### config.mk
export PLATFORM = sky130hd
export DESIGN_NAME = charlieplex_led_bitplane_scanner_core_flat
export DESIGN_NICKNAME = d
export VERILOG_FILES = /design/src/rtl/core/clbs_pkg.sv /design/src/rtl/core/clbs_item_if.sv /design/src/rtl/core/clbs_result_if.sv /design/src/rtl/core/clbs_store.sv /design/src/rtl/core/clbs_scan.sv /design/src/rtl/core/charlieplex_led_bitplane_scanner_core.sv /design/src/flat_wrapper.sv
export SDC_FILE = /design/constraint.sdc
export NUM_CORES = 1
export LEC_CHECK = 0
export ABC_AREA = 1
export BUFFER_PORTS_ARGS = -buffer_cell sky130_fd_sc_hd__buf_2
export CORE_ASPECT_RATIO = 1.5
export CORE_MARGIN = 5
export CORE_UTILIZATION = 30
export DETAILED_ROUTE_END_ITERATION = 10
export GPL_TIMING_DRIVEN = 0
export PLACE_DENSITY = 0.55
export SLEW_MARGIN = 10
export SYNTH_ARGS = -nofsm -noshare
export SYNTH_HDL_FRONTEND = slang
export SYNTH_SLANG_ARGS = --single-unit
### constraint.sdc
create_clock -name clk -period 3.5 [get_ports clk]
set_input_delay 0.175 -clock clk [delete_from_list [all_inputs] [get_ports clk]]
set_output_delay 0.175 -clock clk [all_outputs]
set_load 0.1 [all_outputs]
### src/rtl/core/clbs_pkg.sv
// ----------------------------------------------------------------------------
// clbs_pkg
// Shared constants, codes and types of the charlieplexed LED scanner core.
// ----------------------------------------------------------------------------
package clbs_pkg;

	localparam int DEF_PLANES = 4;
	localparam int ROWS       = 10;
	localparam int FWD_ROWS   = 5;
	localparam int COLS       = 3;
	localparam int ROW_W      = 4;

	localparam logic [1:0] ACT_SET_ONE = 2'd0;
	localparam logic [1:0] ACT_SET_ALL = 2'd1;
	localparam logic [1:0] ACT_TICK    = 2'd2;

	// Write request from the input stage to the column store.
	typedef struct packed {
		logic       set_one;
		logic       set_all;
		logic [4:0] led;
		logic [7:0] value;
	} wr_req_t;

	// One scan result.
	typedef struct packed {
		logic [7:0]       latch_byte;
		logic [7:0]       direction_mask;
		logic [ROW_W-1:0] row_index;
	} result_t;

endpackage

### src/rtl/core/clbs_item_if.sv
// ----------------------------------------------------------------------------
// clbs_item_if
// Input channel: one set or scan-tick request per transaction.
// ----------------------------------------------------------------------------
interface clbs_item_if;
	logic       valid;
	logic       ready;
	logic [1:0] action;
	logic [4:0] led;
	logic [7:0] value;

	modport source (output valid, output action, output led, output value, input ready);
	modport sink   (input valid, input action, input led, input value, output ready);
endinterface

### src/rtl/core/clbs_result_if.sv
// ----------------------------------------------------------------------------
// clbs_result_if
// Output channel: one latch/direction pair per scan tick.
// ----------------------------------------------------------------------------
interface clbs_result_if;
	logic       valid;
	logic       ready;
	logic [7:0] latch_byte;
	logic [7:0] direction_mask;
	logic [3:0] row_index;

	modport source (output valid, output latch_byte, output direction_mask,
		output row_index, input ready);
	modport sink   (input valid, input latch_byte, input direction_mask,
		input row_index, output ready);
endinterface

### src/rtl/core/clbs_store.sv
// ----------------------------------------------------------------------------
// clbs_store
// Bit-plane column store: per logical row and column, one bit for each plane.
// Written by set-one and set-all requests, read one row at a time.
// ----------------------------------------------------------------------------
module clbs_store #(
	parameter int PLANES = clbs_pkg::DEF_PLANES
) (
	input  logic                                        clk,
	input  logic                                        arst_n,
	input  clbs_pkg::wr_req_t                           wr,
	input  logic [clbs_pkg::ROW_W-1:0]                  rd_row,
	output logic [clbs_pkg::COLS-1:0][PLANES-1:0]       rd_cols
);
	import clbs_pkg::*;

	logic [PLANES-1:0] mem_q [ROWS][COLS];
	logic [PLANES-1:0] bits;

	// The top bits of the brightness, plane p in bit p.
	assign bits = wr.value[7 -: PLANES];

	// Reverse-polarity rows hold inverted bits, so their reset state is all ones.
	// The LED index of row r, column c is 3r + c for both halves of the matrix.
	always_ff @(posedge clk or negedge arst_n) begin
		if (!arst_n) begin
			for (int r = 0; r < ROWS; r++) begin
				for (int c = 0; c < COLS; c++) begin
					mem_q[r][c] <= (r < FWD_ROWS) ? '0 : '1;
				end
			end
		end else begin
			for (int r = 0; r < ROWS; r++) begin
				for (int c = 0; c < COLS; c++) begin
					if (wr.set_all || (wr.set_one && (wr.led == 5'(r * COLS + c)))) begin
						mem_q[r][c] <= (r < FWD_ROWS) ? bits : ~bits;
					end
				end
			end
		end
	end

	always_comb begin
		for (int c = 0; c < COLS; c++) begin
			rd_cols[c] = mem_q[rd_row][c];
		end
	end

endmodule

### src/rtl/core/clbs_scan.sv
// ----------------------------------------------------------------------------
// clbs_scan
// Row counter and modulation sequence position, plane selection and the
// forming of the latch and direction bytes for the next scanned row.
// ----------------------------------------------------------------------------
module clbs_scan #(
	parameter int PLANES = clbs_pkg::DEF_PLANES
) (
	input  logic                                        clk,
	input  logic                                        arst_n,
	input  logic                                        tick,
	output logic [clbs_pkg::ROW_W-1:0]                  rd_row,
	input  logic [clbs_pkg::COLS-1:0][PLANES-1:0]       rd_cols,
	output clbs_pkg::result_t                           res
);
	import clbs_pkg::*;

	localparam int PW      = (PLANES > 1) ? $clog2(PLANES) : 1;
	localparam int SeqLast = (1 << PLANES) - 2;
	localparam logic [ROW_W-1:0] ROW_LAST = ROW_W'(ROWS - 1);

	logic [ROW_W-1:0]  row_q;
	logic [ROW_W-1:0]  row_nxt;
	logic [PLANES-1:0] seq_q;
	logic [PLANES-1:0] seq_nxt;
	logic [PW-1:0]     plane;
	logic              reverse;
	logic [2:0]        phys;

	always_comb begin
		if (row_q == ROW_LAST) begin
			row_nxt = '0;
			seq_nxt = (seq_q == PLANES'(SeqLast)) ? '0 : seq_q + 1'b1;
		end else begin
			row_nxt = row_q + 1'b1;
			seq_nxt = seq_q;
		end
	end

	// Plane shown is PLANES-1 less the trailing ones of the position,
	// so plane p comes up 2^p times per sequence.
	always_comb begin
		int  ones;
		logic run;
		ones = 0;
		run  = 1'b1;
		for (int i = 0; i < PLANES - 1; i++) begin
			if (run && seq_nxt[i]) begin
				ones = ones + 1;
			end else begin
				run = 1'b0;
			end
		end
		plane = PW'(PLANES - 1 - ones);
	end

	always_ff @(posedge clk or negedge arst_n) begin
		if (!arst_n) begin
			row_q <= '0;
			seq_q <= '0;
		end else if (tick) begin
			row_q <= row_nxt;
			seq_q <= seq_nxt;
		end
	end

	assign rd_row  = row_nxt;
	assign reverse = (row_nxt >= ROW_W'(FWD_ROWS));
	assign phys    = reverse ? 3'(row_nxt - ROW_W'(FWD_ROWS)) : 3'(row_nxt);

	always_comb begin
		for (int c = 0; c < COLS; c++) begin
			res.latch_byte[c] = rd_cols[c][plane];
		end
		res.latch_byte[7:3]     = reverse ? 5'h1f : 5'h00;
		res.direction_mask[2:0] = 3'b000;
		for (int k = 0; k < FWD_ROWS; k++) begin
			res.direction_mask[3 + k] = (phys != 3'(k));
		end
		res.row_index = row_nxt;
	end

endmodule

### src/rtl/core/charlieplex_led_bitplane_scanner_core.sv
// ----------------------------------------------------------------------------
// charlieplex_led_bitplane_scanner_core
// Scanner for a 30-LED charlieplexed matrix with binary bit-plane modulation.
//
// The block takes one transaction per clock on the item channel, whether it
// sets one LED, sets all LEDs or is a scan tick. Each item passes through an
// input register and is finished from there: set requests write the column
// store and give no result, a scan tick advances the row and sequence counters
// and loads the result register, so a tick's latch and direction bytes pass
// through the input register and then the result register. The result
// register lets the next item in while a result waits; only a tick that meets
// a full, stalled result register holds the input register, and with it the
// item channel. There is no clearing pass: the store resets to all LEDs off.
// ----------------------------------------------------------------------------
module charlieplex_led_bitplane_scanner_core #(
	parameter int PLANES = clbs_pkg::DEF_PLANES
) (
	input  logic          clk,
	input  logic          arst_n,
	clbs_item_if.sink     item,
	clbs_result_if.source result
);
	import clbs_pkg::*;

	logic       v_s1;
	logic [1:0] act_s1;
	logic [4:0] led_s1;
	logic [7:0] val_s1;

	logic       tick_s1;
	logic       adv_s1;
	logic       res_valid_q;
	result_t    res_q;
	result_t    res_nxt;
	wr_req_t    wr;

	logic [ROW_W-1:0]              rd_row;
	logic [COLS-1:0][PLANES-1:0]   rd_cols;

	assign tick_s1    = v_s1 && (act_s1 == ACT_TICK);
	assign adv_s1     = v_s1 && (!tick_s1 || !res_valid_q || result.ready);
	assign item.ready = !v_s1 || adv_s1;

	always_ff @(posedge clk or negedge arst_n) begin
		if (!arst_n) begin
			v_s1 <= 1'b0;
		end else if (item.ready) begin
			v_s1 <= item.valid;
		end
	end

	always_ff @(posedge clk) begin
		if (item.ready && item.valid) begin
			act_s1 <= item.action;
			led_s1 <= item.led;
			val_s1 <= item.value;
		end
	end

	always_comb begin
		wr.set_one = v_s1 && (act_s1 == ACT_SET_ONE);
		wr.set_all = v_s1 && (act_s1 == ACT_SET_ALL);
		wr.led     = led_s1;
		wr.value   = val_s1;
	end

	clbs_store #(.PLANES(PLANES)) u_store (
		.clk     (clk),
		.arst_n  (arst_n),
		.wr      (wr),
		.rd_row  (rd_row),
		.rd_cols (rd_cols)
	);

	clbs_scan #(.PLANES(PLANES)) u_scan (
		.clk     (clk),
		.arst_n  (arst_n),
		.tick    (tick_s1 && adv_s1),
		.rd_row  (rd_row),
		.rd_cols (rd_cols),
		.res     (res_nxt)
	);

	always_ff @(posedge clk or negedge arst_n) begin
		if (!arst_n) begin
			res_valid_q <= 1'b0;
		end else if (tick_s1 && adv_s1) begin
			res_valid_q <= 1'b1;
		end else if (result.ready) begin
			res_valid_q <= 1'b0;
		end
	end

	always_ff @(posedge clk) begin
		if (tick_s1 && adv_s1) begin
			res_q <= res_nxt;
		end
	end

	assign result.valid          = res_valid_q;
	assign result.latch_byte     = res_q.latch_byte;
	assign result.direction_mask = res_q.direction_mask;
	assign result.row_index      = res_q.row_index;

endmodule

### src/flat_wrapper.sv
// flat-port wrapper written by rule: the top's interface ports become plain ports
module charlieplex_led_bitplane_scanner_core_flat import clbs_pkg::*;
#(
	parameter int PLANES = clbs_pkg::DEF_PLANES
)
  (clk, arst_n, item_valid, item_action, item_led, item_value, item_ready, result_valid, result_latch_byte, result_direction_mask, result_row_index, result_ready);
  clbs_item_if item_i ();
  clbs_result_if result_i ();
  input  logic clk;
  input  logic arst_n;
  input wire logic [$bits(item_i.valid)-1:0] item_valid;
  input wire logic [$bits(item_i.action)-1:0] item_action;
  input wire logic [$bits(item_i.led)-1:0] item_led;
  input wire logic [$bits(item_i.value)-1:0] item_value;
  output wire logic [$bits(item_i.ready)-1:0] item_ready;
  output wire logic [$bits(result_i.valid)-1:0] result_valid;
  output wire logic [$bits(result_i.latch_byte)-1:0] result_latch_byte;
  output wire logic [$bits(result_i.direction_mask)-1:0] result_direction_mask;
  output wire logic [$bits(result_i.row_index)-1:0] result_row_index;
  input wire logic [$bits(result_i.ready)-1:0] result_ready;
  assign item_i.valid = item_valid;
  assign item_i.action = item_action;
  assign item_i.led = item_led;
  assign item_i.value = item_value;
  assign item_ready = item_i.ready;
  assign result_valid = result_i.valid;
  assign result_latch_byte = result_i.latch_byte;
  assign result_direction_mask = result_i.direction_mask;
  assign result_row_index = result_i.row_index;
  assign result_i.ready = result_ready;
  charlieplex_led_bitplane_scanner_core #(.PLANES(PLANES)) u_core (.clk(clk), .arst_n(arst_n), .item(item_i), .result(result_i));
endmodule
==> results of run 1 <==
-- cell usage in the layout (no fill, tap or decap), drive strengths merged, types with 2 or more instances in the layout --
| master | count |
|---|---|
| a21oi | 25 |
| buf | 67 |
| bufinv | 3 |
| clkbuf | 30 |
| clkinv | 7 |
| clkinvlp | 3 |
| conb | 3 |
| dfrtp | 70 |
| dfstp | 60 |
| dlygate4sd3 | 14 |
| edfxtp | 24 |
| ha | 4 |
| inv | 147 |
| nand2 | 251 |
| nand3 | 144 |
| nand4 | 2 |
| nor2 | 79 |
| nor3 | 2 |
| o21ai | 130 |
| o31ai | 2 |
| xor2 | 2 |
-- registers in the layout (all words and copies together) (netlist names) --
register,flops
u_core.act_s1,2
u_core.led_s1,5
u_core.result.direction_mask,5
u_core.result.latch_byte,4
u_core.result.row_index,4
u_core.result.valid,1
u_core.u_scan.row_q,4
u_core.u_scan.seq_q,4
u_core.u_store.mem_q,120
u_core.v_s1,1
u_core.val_s1,4
-- layout make-up --
type	instances	area (sq um)	area share [%]
multi-input combinational	647	3030	32.7
timing repair buffer	48	339	3.66
clock inverter	15	174	1.88
clock buffer	17	425	4.60
buffer	46	279	3.02
tap	333	417	4.50
sequential	154	4050	43.8
inverter	145	544	5.88
-- cell families (layout without fill, tap and decap cells) --
| group | Yosys count | count (layout) | share of synthesized area [%] |
|---|---|---|---|
| other | 1 | 3 | 0.0475 |
| adders and majority gates | 4 | 4 | 0.634 |
| DFF | 154 | 154 | 51.3 |
| xor gates and xnor gates | 2 | 2 | 0.317 |
| AOI/OAI and AO/OA | 159 | 159 | 11.2 |
| buffers and inverters | 191 | 271 | 10.4 |
| and+or+nand+nor | 479 | 479 | 26.0 |
-- layer usage --
metal,up-vias,part of all wire [%]
li1,3287,-
met1,3063,41
met2,188,50
met3,44,4.3
met4,0,4.9
met5,-,0
-- power breakdown --
group          leakage, nW  switching [mW]  internal [mW]
logic                 2.23            2.30          0.949
registers             1.72           0.141           2.28
clock network        0.285           0.774           1.12
total                 4.23            3.22           4.35
-- through the flow --
step	utilization [%]	hold slack, ps
floorplan	-	-121
global placement	32.8	352
detailed placement	32.9	279
CTS	35.8	382
global route	35.8	430
finish	35.8	337
-- worst paths after layout --
path | slack (ps) | to
setup / recovery | 800 | u_core.result.direction_mask[7]
hold / removal | 340 | u_core.u_store.mem_q[86]
setup reg to reg | 800 | u_core.result.direction_mask[7]
hold reg to reg | 490 | u_core.u_store.mem_q[57]
max in group asynchronous | 2360 | u_core.u_store.mem_q[34]
min in group clk | 450 | u_core.val_s1[5]
-- what timing repair did --
action	CTS	global route
hold buffers	14	0
endpoints found under the setup margin	0	0
setup buffers	0	0
hold endpoints to repair	68	0
==> impl_metrics.tcl, run 1 <==
set metrics [dict create \
    min_period_over_period_pct 77.1 \
    viasPerCell 4.68 \
    fin_area_sq_um 9250 \
    track_usage_pct 16.4 \
    reg2reg_depth 13 \
    drv_slew 0 \
    syn_area_per_cell_sq_um 7.97 \
    n_antenna_cell 0 \
    rows 72 \
    initialDrtViolationCount 420 \
    cp_max_fo 10 \
    cts_tree "built" \
    core_area_sq_um 25900 \
    postLayoutSetupSlackWorst_ps 801 \
    synth_area_leaders "dfrtp_1 22%, dfstp_2 20%, nand2_1 12%, edfxtp_1 9.1%, nand3_1 9.0%" \
    dp_hpwl_mm 17.4 \
    die_h_um 209 \
    leakagePower_nw 4.23 \
    h-tree-depth 4 \
    min_period_ps 2700 \
    synth_ff_type "dfrtp_1" \
    synthTopCellsByCount "245 x nand2_1, 142 x nand3_1, 132 x inv_1" \
    cts.sinks 154 \
    antenna_found_initial 0 \
    end_kind "flip-flop" \
    finalNonFillerCells 1405 \
    ys_seq_elements 154 \
    ys_types 33 \
    final-setup-viol-count 0 \
    drt_pass1_iterations 5 \
    yosysSeqAreaShare_pct 51.3 \
    area_growth_syn_to_layout_pct 17.3 \
    dp.cells 1359 \
    critPathLaunch "u_core.u_scan.row_q[1]" \
    die_w_um 142 \
    cts_buffer_depth 2 \
    cts_made_buffers 17 \
    yosys_warnings 0 \
    met1_usage_pct 19.6 \
    status "completed" \
    worstSetupPathType "reg2reg" \
    busiest_layer "met2" \
    worstPathRequired_ps 3670 \
    num_vias 6582 \
    critPathMostFrequentCell "inv_1" \
    syn_inst 990 \
    routedWlPerCell_um 16.9 \
    num_io_pins 41 \
    first_global_vias 6434 \
    power_mw 7.57 \
    synth-edff-count 24 \
    slowest_stage "dfrtp_1" \
    yosysTopAreaCell "dfrtp_1" \
    finalNetCount 1082 \
    hp-class "in2async" \
    routed_wl_mm 23.8 \
    cp.arrival_ps 2870 \
    fillers 2649 \
    power_density_nw_per_um2 818 \
    cp_top_family "simple AND/OR/NAND/NOR gates" \
    grt_max_degree 81 \
    grt_util_met3_pct 2.47 \
    timing.setup.tns_ps 0 \
    dieArea_sq_um 29700 \
    initial_core_util_pct 30.5 \
    rsz0062_at_grt "false" \
    gr-usage-met2_pct 28.4 \
    worst-slew-pin-transition_ps 964 \
    critPathBufInv 4 \
    max_freq_ghz 0.370 \
    worst-path-stages 13 \
    cp_slowest_stage_delay_ps 410 \
    netlist.area_leader.share_pct 22.2 \
    pre_cts_ws_ps 789 \
    drv_cap 0 \
    gp_congestion 0.879 \
    ant_nets 0 \
    io_buffer_count 33 \
    worstPathCellList "inv_1 > ha_1 > nand3_4 > nand2_2 > buf_2 > inv_1 > ha_1 > nor2_1 > o21ai_4 > nand2_1 > o21ai_1 > inv_1 > nand3_1" \
    grt_first_pass_wirelength_mm 37.1 \
    gr-total-overflow 0 \
    place_area_sq_um 8510 \
    max_slew_margin_pct 35.7 \
    yosysMostFrequentCell "nand2_1" \
    drive_gt1_share_pct 18.2 \
    ir_drop_mv 0.351 \
    reg2reg_from "u_core.u_scan.row_q[1]" \
    startpoint_type "flip-flop" \
    clock-root-buffer "clkbuf_16" \
    skew_ps 7.50 \
    drcViolationCount 0 \
    synth_area_sq_um 7890 \
    cts_resized 0 \
    synthArstFlopShare_pct 84.4 \
    hold_viol_final 0 \
    insertion_delay_ps 430 \
    path_clk_slew_ps 70 \
]
No activity file was read; power rests on OpenSTA's default activity.
==> run 2, diff against run 1 <==
- PLACE_DENSITY: 0.55 -> 0.56
- clock period: 3.5 -> 2.3 ns (I/O delays scaled with it)
==> impl_metrics.tcl, run 2 (synthesized netlist as in run 1, its figures left out) <==
set metrics [dict create \
    critPathLaunch "u_core.u_scan.row_q[1]" \
    viasPerCell 4.74 \
    n_antenna_cell 0 \
    routedWlPerCell_um 17.0 \
    routed_wl_mm 24.0 \
    path_clk_slew_ps 70 \
    cp.arrival_ps 2420 \
    cts.sinks 154 \
    power_mw 12.0 \
    ir_drop_mv 0.569 \
    reg2reg_depth 13 \
    min_period_over_period_pct 96.9 \
    final-setup-viol-count 0 \
    clock-root-buffer "clkbuf_16" \
    initial_core_util_pct 30.5 \
    num_io_pins 41 \
    cts_made_buffers 17 \
    num_vias 6683 \
    timing.setup.tns_ps 0 \
    grt_first_pass_wirelength_mm 37.6 \
    worstReg2RegEnd "u_core.result.latch_byte[2]" \
    grt_max_degree 83 \
    pre_cts_ws_ps -399 \
    ant_nets 0 \
    max_slew_margin_pct 41.7 \
    gp_congestion 0.893 \
    hp-class "in2async" \
    final_common_cell "nand2_1" \
    hold_viol_final 0 \
    fillers 2698 \
    drv_cap 0 \
    critPathMostFrequentCell "nand3_1" \
    die_h_um 209 \
    initialDrtViolationCount 409 \
    worstPathCellList "inv_2 > ha_4 > nand3_4 > buf_6 > buf_6 > buf_4 > nand3_1 > nand3_1 > nand3_2 > nand3_1 > nand2_1 > nand3_1 > nand2_1" \
    rsz0062_at_grt "true" \
    die_w_um 142 \
    largest_register "u_core.u_store.mem_q" \
    gr-total-overflow 0 \
    status "completed" \
    power_density_nw_per_um2 1270 \
    crit_path_end "u_core.result.latch_byte[2]" \
    postLayoutSetupSlackWorst_ps 70.5 \
    io_buffer_count 33 \
    core_area_sq_um 25900 \
    reg2reg_from "u_core.u_scan.row_q[1]" \
    final_util_pct 36.6 \
    skew_ps 10.3 \
    slowest_stage "dfrtp_1" \
    worstSetupPathType "reg2reg" \
    insertion_delay_ps 440 \
    max_freq_ghz 0.449 \
    cts_buffer_depth 2 \
    rrSetupSlack_ps 70 \
    worstPathRequired_ps 2490 \
    leakagePower_nw 4.33 \
    drt_pass1_iterations 5 \
    cts_tree "built" \
    min_period_ps 2230 \
    startpoint_type "flip-flop" \
    drcViolationCount 0 \
    worst-slew-pin-transition_ps 874 \
    track_usage_pct 16.6 \
    area_growth_syn_to_layout_pct 20.1 \
    final_cell_mix "245 x nand2_1, 137 x nand3_1, 129 x inv_1, 113 x o21ai_0, 75 x nor2_1" \
    finalNetCount 1088 \
    dp_hpwl_mm 17.5 \
    end_kind "flip-flop" \
    largest_reg_flops 120 \
    cp_max_fo 10 \
    rows 72 \
    antenna_found_initial 0 \
    h-tree-depth 4 \
    dieArea_sq_um 29700 \
    first_global_vias 6557 \
    drv_slew 0 \
    cp_slowest_stage_delay_ps 400 \
    drive_gt1_share_pct 19.9 \
]
## run 2: worst min-delay path by stage
stage / startpoint / end / slack [ps] / cells past startpoint
6_report: arst_n / u_core.u_store.mem_q[83] / 190 / 2
2_1_floorplan: arst_n / u_core.result.valid / -180 / 0
4_1_cts: arst_n / u_core.u_store.mem_q[83] / 200 / 2
3_3_place_gp: item_action[0] / u_core.act_s1[0] / 290 / 1
3_5_place_dp: arst_n / u_core.u_store.mem_q[83] / 100 / 1
5_1_grt: arst_n / u_core.u_store.mem_q[107] / 220 / 2
## run 2: layer usage
metal / global-route usage, % / vias to the layer above / part of all wire (%)
met1: 19.5 / 3148 / 40
met2: 29.2 / 179 / 51
met3: 2.68 / 54 / 4.2
li1: - / 3302 / -
met4: 8.00 / 0 / 4.7
met5: 0 / - / 0
## run 2: power breakdown
| group | switching [mW] | internal, mW | total, mW |
|---|---|---|---|
| Combinational | 3.64 | 1.69 | 5.33 |
| Sequential | 0.215 | 3.47 | 3.69 |
| Clock | 1.19 | 1.83 | 3.02 |
## run 2: area by class of cell
class	count	area (sq um)	share of cell area [%]
plain buffers	45	325	3.43
clock buffers	22	518	5.47
clock inverters	10	126	1.33
inverters	145	548	5.78
multi-input cells	647	3080	32.5
flip-flops and latches	154	4050	42.7
well taps	333	417	4.40
repair buffers	55	413	4.36
## run 2: metrics by stage
step                hold WS, ps  instance area (sq um)  cells
floorplan                  -181                   7900    992
global placement            293                   8480   1358
detailed placement         96.1                   8510   1359
CTS                         197                   9380   1407
global route                222                   9470   1411
finish                      185                   9470   1411
## run 2: worst max-delay path: cells and delay by family, from the launching register on
family / cells / cell delay, ps
adder cells (fa/ha/maj): 1 / 170
buffers and inverters: 4 / 600
flip-flops: 1 / 400
AND/OR/NAND/NOR: 8 / 810
## run 2: repair_timing
action                                 CTS  global route
pin swaps                                2             3
resized for setup                       16            16
setup endpoints to repair                8            22
gates cloned                             0             1
buffers inserted                         3             3
hold buffers                            14             0
endpoints found under the hold margin   61             0
